File: src/rtl/walsh_hadamard_transform_defines.svh
// Assertion macros shared by the Walsh-Hadamard transform RTL.
`ifndef WALSH_HADAMARD_TRANSFORM_DEFINES_SVH
`define WALSH_HADAMARD_TRANSFORM_DEFINES_SVH

`ifndef SYNTHESIS
// Same-cycle implication, clocked on i_clk, off during reset.
`define WHT_ASSERT_IMP(label, ante, cons) \
    label: assert property (@(posedge i_clk) disable iff (!i_rst_n) (ante) |-> (cons)) \
        else $error("assertion failed");
// Next-cycle implication, clocked on i_clk, off during reset.
`define WHT_ASSERT_NXT(label, ante, cons) \
    label: assert property (@(posedge i_clk) disable iff (!i_rst_n) (ante) |=> (cons)) \
        else $error("assertion failed");
`else
`define WHT_ASSERT_IMP(label, ante, cons)
`define WHT_ASSERT_NXT(label, ante, cons)
`endif

`endif

File: src/rtl/wht_pkg.sv
// Package: widths, types and helpers of the Walsh-Hadamard transform.
package wht_pkg;

    localparam int MAX_LOG_SIZE = 5;
    localparam int SAMPLE_WIDTH = 16;
    localparam int DEPTH        = 1 << MAX_LOG_SIZE;
    localparam int ACC_W        = SAMPLE_WIDTH + MAX_LOG_SIZE;
    localparam int OUT_W        = 22;
    localparam int GAIN_W       = 16;
    localparam int LOG_W        = 3;
    localparam int IDX_W        = MAX_LOG_SIZE;
    localparam int CFG_W        = 16;
    localparam int CFG_IDX_W    = 1;
    localparam int PROD_W       = ACC_W + GAIN_W + 1;
    localparam int GAIN_RESET   = 32768;
    localparam int LOG_RESET    = 5;

    typedef logic signed [ACC_W-1:0] t_acc;

    typedef enum logic [1:0] {
        ST_LOAD,
        ST_PASS,
        ST_EMIT
    } t_state;

    typedef enum logic [CFG_IDX_W-1:0] {
        REG_LOG_SIZE = 1'd0,
        REG_GAIN     = 1'd1
    } t_reg_idx;

    // per-cell next-value select
    typedef struct packed {
        logic shift;
        logic take_wrap;
        logic take_diff;
    } t_cell_ctrl;

    // sideband traveling with a coefficient into the scaler
    typedef struct packed {
        logic             vld;
        logic [IDX_W-1:0] pos;
        logic             last;
    } t_emit_tag;

    // log_size clamped to 1..MAX_LOG_SIZE
    function automatic logic [LOG_W-1:0] active_log(input logic [LOG_W-1:0] l);
        logic [LOG_W-1:0] r;
        r = l;
        if (l == '0) begin
            r = LOG_W'(1);
        end else if (l > LOG_W'(MAX_LOG_SIZE)) begin
            r = LOG_W'(MAX_LOG_SIZE);
        end
        return r;
    endfunction

endpackage

File: src/rtl/walsh_hadamard_transform.sv
// Top level: streaming Walsh-Hadamard transform on a rotating chain of cells.
//
//  channel   direction  transfer when            payload
//  --------  ---------  -----------------------  ----------------------------------
//  sample    in         start & !busy at edge    i_sample (16b signed)
//  config    in         i_cfg_we at edge         i_cfg_addr, i_cfg_data (16b)
//  result    out        o_strobe, one cycle      o_value, o_position, o_final_res
//
// Timing: a block loads one sample per cycle while busy is low. After the
// sample that completes a block of n = 2^L, busy stays high through L
// rotations of the n-cell chain, one rotation to emit, and the scaler's
// product register. Results appear back to back once the emit rotation
// starts, behind the product and output registers of the scaler.
// Reset (synchronous, active low) empties the load count and loads log_size
// and gain; cell contents are undefined until loaded. Results cannot be
// stalled: each is shown for exactly one cycle.
`include "walsh_hadamard_transform_defines.svh"

module walsh_hadamard_transform (
    input  logic                              i_clk,
    input  logic                              i_rst_n,
    input  logic                              start,
    output logic                              busy,
    input  logic signed [wht_pkg::SAMPLE_WIDTH-1:0] i_sample,
    input  logic                              i_cfg_we,
    input  logic [wht_pkg::CFG_IDX_W-1:0]     i_cfg_addr,
    input  logic [wht_pkg::CFG_W-1:0]         i_cfg_data,
    output logic                              o_strobe,
    output logic signed [wht_pkg::OUT_W-1:0]  o_value,
    output logic [wht_pkg::IDX_W-1:0]         o_position,
    output logic                              o_final_res
);
    import wht_pkg::*;

    // configuration
    logic [LOG_W-1:0]  r_log_size;
    logic [GAIN_W-1:0] r_gain;

    // control
    t_state           r_state, n_state;
    logic [IDX_W-1:0] r_count, n_count;   // samples held in the block
    logic [IDX_W-1:0] r_step,  n_step;    // cycle within a rotation
    logic [LOG_W-1:0] r_stage, n_stage;   // butterfly stage of a pass

    logic [LOG_W-1:0] act;
    logic [IDX_W-1:0] last_idx;           // n - 1
    logic [IDX_W-1:0] span;               // butterfly distance of this stage
    logic             low_half;           // head element is the upper input
    logic             accept;
    logic             scale_busy;

    // chain datapath
    t_acc       cell_q [DEPTH];
    t_cell_ctrl cell_ctrl [DEPTH];
    t_acc       head, partner, sum_v, diff_v, wrap_v, sample_ext;
    t_emit_tag  tag;

    assign act        = active_log(r_log_size);
    assign last_idx   = IDX_W'((32'd1 << act) - 32'd1);
    assign span       = IDX_W'(32'd1 << r_stage);
    assign low_half   = (r_step & span) == '0;
    assign accept     = start && !busy;
    assign sample_ext = ACC_W'(i_sample);

    // head cell holds element r_step, cell[span] its partner
    assign head    = cell_q[0];
    assign partner = cell_q[span];
    assign sum_v   = head + partner;
    assign diff_v  = head - partner;

    always_ff @(posedge i_clk) begin
        if (!i_rst_n) begin
            r_log_size <= LOG_W'(LOG_RESET);
            r_gain     <= GAIN_W'(GAIN_RESET);
        end else if (i_cfg_we) begin
            case (i_cfg_addr)
                REG_LOG_SIZE: r_log_size <= i_cfg_data[LOG_W-1:0];
                REG_GAIN:     r_gain     <= i_cfg_data[GAIN_W-1:0];
                default: ;
            endcase
        end
    end

    always_ff @(posedge i_clk) begin
        if (!i_rst_n) begin
            r_state <= ST_LOAD;
            r_count <= '0;
            r_step  <= '0;
            r_stage <= '0;
        end else begin
            r_state <= n_state;
            r_count <= n_count;
            r_step  <= n_step;
            r_stage <= n_stage;
        end
    end

    // next state and counters
    always_comb begin
        n_state = r_state;
        n_count = r_count;
        n_step  = r_step;
        n_stage = r_stage;
        case (r_state)
            ST_LOAD: begin
                if (accept) begin
                    if (r_count == last_idx) begin
                        n_count = '0;
                        n_step  = '0;
                        n_stage = '0;
                        n_state = ST_PASS;
                    end else begin
                        n_count = r_count + 1'b1;
                    end
                end
            end
            ST_PASS: begin
                if (r_step == last_idx) begin
                    n_step = '0;
                    if (r_stage == act - 1'b1) begin
                        n_state = ST_EMIT;
                    end else begin
                        n_stage = r_stage + 1'b1;
                    end
                end else begin
                    n_step = r_step + 1'b1;
                end
            end
            ST_EMIT: begin
                if (r_step == last_idx) begin
                    n_step  = '0;
                    n_state = ST_LOAD;
                end else begin
                    n_step = r_step + 1'b1;
                end
            end
            default: n_state = ST_LOAD;
        endcase
        // a log_size write drops any partly loaded block
        if (i_cfg_we && (i_cfg_addr == REG_LOG_SIZE)) begin
            n_count = '0;
        end
    end

    // outputs: chain controls, wrap value, emit tag
    always_comb begin
        wrap_v   = head;
        tag.vld  = 1'b0;
        tag.pos  = r_step;
        tag.last = (r_step == last_idx);
        for (int k = 0; k < DEPTH; k++) begin
            cell_ctrl[k].shift     = 1'b0;
            cell_ctrl[k].take_wrap = (IDX_W'(k) == last_idx);
            cell_ctrl[k].take_diff = 1'b0;
        end
        case (r_state)
            ST_LOAD: begin
                wrap_v = sample_ext;
                for (int k = 0; k < DEPTH; k++) begin
                    cell_ctrl[k].shift = accept;
                end
            end
            ST_PASS: begin
                // upper input: a+b wraps to the tail, a-b replaces the partner
                wrap_v = low_half ? sum_v : head;
                for (int k = 0; k < DEPTH; k++) begin
                    cell_ctrl[k].shift     = 1'b1;
                    cell_ctrl[k].take_diff = low_half && (IDX_W'(k) == span - 1'b1);
                end
            end
            ST_EMIT: begin
                tag.vld = 1'b1;
                for (int k = 0; k < DEPTH; k++) begin
                    cell_ctrl[k].shift = 1'b1;
                end
            end
            default: ;
        endcase
    end

    assign busy = (r_state != ST_LOAD) || scale_busy;

    for (genvar k = 0; k < DEPTH; k++) begin : g_cell
        t_acc neighbor;
        if (k == DEPTH - 1) begin : g_end
            assign neighbor = '0;
        end else begin : g_mid
            assign neighbor = cell_q[k+1];
        end
        wht_cell u_cell (
            .i_clk      (i_clk),
            .i_ctrl     (cell_ctrl[k]),
            .i_neighbor (neighbor),
            .i_wrap     (wrap_v),
            .i_diff     (diff_v),
            .o_value    (cell_q[k])
        );
    end

    wht_scale u_scale (
        .i_clk       (i_clk),
        .i_rst_n     (i_rst_n),
        .i_gain      (r_gain),
        .i_tag       (tag),
        .i_value     (head),
        .o_busy      (scale_busy),
        .o_strobe    (o_strobe),
        .o_value     (o_value),
        .o_position  (o_position),
        .o_final_res (o_final_res)
    );

    `WHT_ASSERT_IMP(a_strobe_after_busy, o_strobe, $past(busy))
    `WHT_ASSERT_IMP(a_final_has_strobe, o_final_res, o_strobe)
    `WHT_ASSERT_NXT(a_block_starts_pass, accept && (r_count == last_idx), r_state == ST_PASS)
    `WHT_ASSERT_NXT(a_emit_returns_load, (r_state == ST_EMIT) && (r_step == last_idx), r_state == ST_LOAD)
    `WHT_ASSERT_NXT(a_final_ends_burst, o_final_res, !o_strobe)

endmodule

File: src/rtl/wht_cell.sv
// One storage cell of the rotating work chain.
module wht_cell (
    input  logic                i_clk,
    input  wht_pkg::t_cell_ctrl i_ctrl,
    input  wht_pkg::t_acc       i_neighbor,
    input  wht_pkg::t_acc       i_wrap,
    input  wht_pkg::t_acc       i_diff,
    output wht_pkg::t_acc       o_value
);
    import wht_pkg::*;

    t_acc r_value;
    t_acc n_value;

    always_comb begin
        n_value = r_value;
        if (i_ctrl.shift) begin
            if (i_ctrl.take_wrap) begin
                n_value = i_wrap;
            end else if (i_ctrl.take_diff) begin
                n_value = i_diff;
            end else begin
                n_value = i_neighbor;
            end
        end
    end

    always_ff @(posedge i_clk) begin
        r_value <= n_value;
    end

    assign o_value = r_value;

endmodule

File: src/rtl/wht_scale.sv
// Output scaler: gain multiply, round half up, shift and saturate.
module wht_scale (
    input  logic                          i_clk,
    input  logic                          i_rst_n,
    input  logic [wht_pkg::GAIN_W-1:0]    i_gain,
    input  wht_pkg::t_emit_tag            i_tag,
    input  wht_pkg::t_acc                 i_value,
    output logic                          o_busy,
    output logic                          o_strobe,
    output logic signed [wht_pkg::OUT_W-1:0] o_value,
    output logic [wht_pkg::IDX_W-1:0]     o_position,
    output logic                          o_final_res
);
    import wht_pkg::*;

    localparam logic signed [PROD_W-1:0] ROUND = PROD_W'(1 << 14);
    localparam logic signed [PROD_W-1:0] VMAX  = PROD_W'((1 << (OUT_W - 1)) - 1);
    localparam logic signed [PROD_W-1:0] VMIN  = -PROD_W'(1 << (OUT_W - 1));

    logic signed [PROD_W-1:0] r_prod;
    t_emit_tag                r_tag;
    logic signed [PROD_W-1:0] sh;
    logic signed [OUT_W-1:0]  sat;
    logic signed [OUT_W-1:0]  r_out;
    logic [IDX_W-1:0]         r_pos;
    logic                     r_last;
    logic                     r_strobe;

    always_ff @(posedge i_clk) begin
        if (!i_rst_n) begin
            r_tag.vld <= 1'b0;
            r_strobe  <= 1'b0;
        end else begin
            r_tag.vld <= i_tag.vld;
            r_strobe  <= r_tag.vld;
        end
        r_prod     <= PROD_W'(i_value) * $signed({1'b0, i_gain});
        r_tag.pos  <= i_tag.pos;
        r_tag.last <= i_tag.last;
        r_out      <= sat;
        r_pos      <= r_tag.pos;
        r_last     <= r_tag.last;
    end

    // floor shift of the biased product
    always_comb begin
        sh = (r_prod + ROUND) >>> 15;
        if (sh > VMAX) begin
            sat = VMAX[OUT_W-1:0];
        end else if (sh < VMIN) begin
            sat = VMIN[OUT_W-1:0];
        end else begin
            sat = sh[OUT_W-1:0];
        end
    end

    assign o_busy      = r_tag.vld;
    assign o_strobe    = r_strobe;
    assign o_value     = r_out;
    assign o_position  = r_pos;
    assign o_final_res = r_last & r_strobe;

endmodule
File: config.mk
export PLATFORM = sky130hd
export DESIGN_NAME = walsh_hadamard_transform
export DESIGN_NICKNAME = d
export VERILOG_FILES = /design/src/rtl/wht_pkg.sv /design/src/rtl/walsh_hadamard_transform.sv /design/src/rtl/wht_cell.sv /design/src/rtl/wht_scale.sv
export VERILOG_INCLUDE_DIRS = /design/src /design/src/rtl
export SDC_FILE = /design/constraint.sdc
export NUM_CORES = 2
export LEC_CHECK = 0
export BUFFER_PORTS_ARGS = -buffer_cell sky130_fd_sc_hd__buf_2
export CAP_MARGIN = 20
export CORE_ASPECT_RATIO = 1.5
export CORE_UTILIZATION = 45
export DETAILED_ROUTE_END_ITERATION = 8
export GPL_TIMING_DRIVEN = 1
export PLACE_DENSITY = 0.61
export SETUP_SLACK_MARGIN = 0.5
export SLEW_MARGIN = 15
export SYNTH_ARGS = -nofsm -noshare
export SYNTH_HDL_FRONTEND = slang
export SYNTH_SLANG_ARGS = --single-unit
File: constraint.sdc
create_clock -name i_clk -period 35.7 [get_ports i_clk]
set_input_delay 5.355 -clock i_clk [delete_from_list [all_inputs] [get_ports i_clk]]
set_output_delay 5.355 -clock i_clk [all_outputs]
set_load 0.01 [all_outputs]
==> metrics.md <==
| Metric | Value |
|---|---|
| Synth top area share | `0.3775` |
| Critical Path AT | `10.76 ns` |
| Number of global-route vias before repair | `42.20k` |
| Final wirelength | `167400 um` |
| Mean post-synth cell area | `9.601 um2` |
| PwrDens | `45.11 nW/um2` |
| Synth Cell Area | `53460 um2` |
| Post CTS Setup Buffer Count | `0` |
| Antenna Nets Post-Route | `0` |
| GP Congestion | `0.9280` |
| #FFs+latches synth | `766` |
| Via count | `41.91k` |
| Layout cells sized above 1 | `0.09693` |
| CTS clk-pin slew, worst paths | `0.07 ns` |
| Logic pwr share | `0.251` |
| Largest area contributor in the netlist | `edfxtp_1` |
| P_leak | `22.53 nW` |
| All-Layer GR Usage | `0.2780` |
| Die area | `120200 um2` |
| Ys async rst share | `0` |
| Critical Path Fanout Max | `175` |
| Largest net degree at the start of global routing | `176` |
| Die Y | `424.1 um` |
| CTS buffer count | `80` |
| Cts repair resizes | `0` |
| Final Max Tran Viols | `0` |
| Sequential power share | `0.426` |
| Initial core utilization | `0.4548` |
| Final Cycle Share | `0.2930` |
| TritonCTS clock tree | `yes` |
| Clock skew | `0.03630 ns` |
| Top post-synthesis cells by area | `edfxtp_1 (38%), fa_1 (13%), o21ai_0 (5.0%)` |
| Sequential share of the synthesized area | `0.4127` |
| Starting DRT DRC Count | `3796` |
| RSZ-0062 raised after global routing | `no` |
| Nets | `5929` |
| Crit path cell chain | `buf_2, inv_1, nor2_1, nor2_1, nor2_4, buf_4, buf_4, buf_12, buf_4, buf_4` |
| Wirelength per Cell | `23.81 um` |
| CP Class | `in2reg` |
| Final setup TNS | `0 ns` |
| Utilization after layout | `0.4925` |
| Post-Syn Nets | `6091` |
| Least-Margin Pin Slew | `1.137 ns` |
| Unique masters post-synth | `97` |
| F_max | `0.09561 GHz` |
| CP dominant cell by count | `buf_4` |
| Worst relative slew slack | `0.2410` |
| Max-cap violations | `0` |
| Outcome | `finished clean` |
| Setup violators final | `0` |
| P_sw | `0.8377 mW` |
| Post-DP HPWL | `120400 um` |
| Buffers on Ports | `66` |
| EDFF count, synth | `672` |
| Width of the die | `283.4 um` |
| Clk_lat worst skew | `0.70 ns` |
| Ports | `67` |
| Area Overhead vs Synth | `8.283%` |
| CTS Hold Bufs | `0` |
| Router iterations before antenna repair | `6` |
| Critical Path RT | `36.00 ns` |
| Core footprint | `117500 um2` |
| Ys flop type | `edfxtp_1` |
| GRT Residual Overflow | `0` |
| Peak VDD IR | `0.03365 mV` |
| Post-Synthesis Cells | `5568` |
| CP endpoint kind | `register` |
| H-tree Lvls | `3` |
| Initial antenna violation count | `1` |
| Ys Warns | `0` |
| Cell-internal power | `1.773 mW` |
| CP Launch Type | `input pin` |
| Via/cell ratio | `5.963` |
| FP Rows | `154` |
| CTS Root Cell | `clkbuf_16` |
| Clk pwr share | `0.324` |
| Fin. Hold Viols | `0` |
| Max Buffers Root-to-Sink | `3` |
| Crit path time final | `10.46 ns` |
| First-pass GRT wire length | `255300 um` |
| CP peak stage delay | `0.92 ns` |
| Hold crit path type | `reg2reg` |
| # DRC | `0` |
| Cell at the slowest stage of the critical path | `buf_4` |
| Switching part of the total | `0.3208` |
| Clock sinks | `766` |
-- cell families after synthesis --
logic type               count (synthesis)  synth area share
buffers and inverters                  927           0.06881
AND/OR/NAND/NOR                       1604            0.1333
adder cells (fa/ha/maj)                486            0.1608
AO/OA/AOI/OAI                         1551            0.1801
flip-flops                             766            0.4127
multiplexers                           135           0.02774
XOR/XNOR                                99           0.01650
-- cells in the mapped netlist, types with 22 or more instances --
cell type and number:
and2_1 148, o21ai_1 31, xor2_1 36, a211oi_1 73
a31oi_1 22, dfxtp_1 94, xnor2_1 61, inv_1 456
ha_1 151, o21ai_0 533, nor3_1 80, a21o_1 23
edfxtp_1 672, nand2_1 690, nor2_1 443, o211ai_1 171
nand2b_1 40, a21oi_1 317, nand3_1 90, clkbuf_1 362
mux2_2 52, buf_2 69, o221ai_1 33, fa_1 335
o22ai_1 151, mux2i_1 77
-- state kept, by name, indices dropped and copies added (netlist names) --
name                   flops
r_log_size                 3
u_scale.r_prod            24
g_cell.u_cell.o_value    672
u_scale.o_value           22
u_scale.r_tag              6
r_state                    2
r_step                     5
u_scale.o_busy             1
u_scale.r_last             1
r_gain                    16
r_count                    5
r_stage                    3
u_scale.o_strobe           1
u_scale.o_position         5
-- placed cells by master, fill, tap and decap left out, types with 13 or more instances in the layout --
| cell | count |
|---|---|
| nand2_1 | 687 |
| edfxtp_1 | 672 |
| o21ai_0 | 532 |
| inv_1 | 456 |
| nor2_1 | 431 |
| fa_1 | 335 |
| a21oi_1 | 306 |
| o211ai_1 | 171 |
| buf_4 | 153 |
| o22ai_1 | 151 |
| and2_1 | 148 |
| ha_1 | 148 |
| dfxtp_1 | 93 |
| nand3_1 | 89 |
| clkbuf_16 | 87 |
| nor3_1 | 80 |
| mux2i_1 | 77 |
| a211oi_1 | 73 |
| buf_2 | 67 |
| xnor2_1 | 60 |
| mux2_2 | 52 |
| nand2b_1 | 39 |
| xor2_1 | 36 |
| o221ai_1 | 33 |
| o21ai_1 | 32 |
| a21o_1 | 23 |
| a31oi_1 | 22 |
| and3_1 | 20 |
| or3_1 | 20 |
| a211o_1 | 20 |
| a21boi_0 | 18 |
| o22ai_2 | 18 |
| clkinv_1 | 16 |
| nand4_1 | 16 |
| clkinv_2 | 16 |
| a21oi_2 | 15 |
| nor2b_1 | 13 |
-- per-stage QoR --
stage               setup slack (ns)  std cells  total power [mW]  area [um2]  hold WS, ns
finish                         25.24       7029             2.611       57880       0.3879
global route                   25.10       7029             2.745       57880       0.3851
CTS                            25.47       7025             2.629       57820       0.3787
detailed placement             24.74       6881             1.785       55250       0.3746
global placement               24.83       6879             1.772       55220       0.3772
floorplan                      11.82       5568             1.603       53460       0.3096
-- power groups by stage --
stage               Sequential [mW]  Combinational, mW  Clock [mW]
finish                         1.11              0.654       0.845
global route                   1.12              0.738       0.888
CTS                            1.11              0.657       0.861
detailed placement             1.13              0.654           0
global placement               1.13              0.642           0
floorplan                      1.14              0.467           0
-- metal layers --
layer	track usage	up-vias	wire length, um
met4	0.1768	0	10870
met1	0.2988	20731	59030
li1	-	19121	-
met2	0.5147	1553	88610
met5	0	-	0
met3	0.03269	509	8872
-- layout make-up --
type,count,area (um2)
clock inverter,49,344.1
tap,1560,1952
fill,10938,59650
multi-input combinational,3875,28000
timing repair buffer,225,1578
clock buffer,95,2227
inverter,458,1719
sequential,766,22060
antenna,1,2.502
-- worst paths after layout --
path / slack, ns / startpoint / cells after the start / end
min: 0.39 / u_scale.r_tag[2]$_DFF_P_ / 0 / u_scale.o_position[1]$_DFF_P_
min reg2reg: 0.39 / u_scale.r_tag[2]$_DFF_P_ / 0 / u_scale.o_position[1]$_DFF_P_
max: 25.24 / start / 10 / g_cell[10].u_cell.o_value[6]$_DFFE_PP_
max reg2reg: 27.20 / r_stage[1]$_SDFFE_PN0P_ / 21 / g_cell[30].u_cell.o_value[20]$_DFFE_PP_
-- critical path, delay by kind of cell --
kind | cells | cell delay [ns]
buffers and inverters | 7 | 4.20
AND/OR/NAND/NOR | 3 | 0.80
No activity file was read; power rests on OpenSTA's default activity.
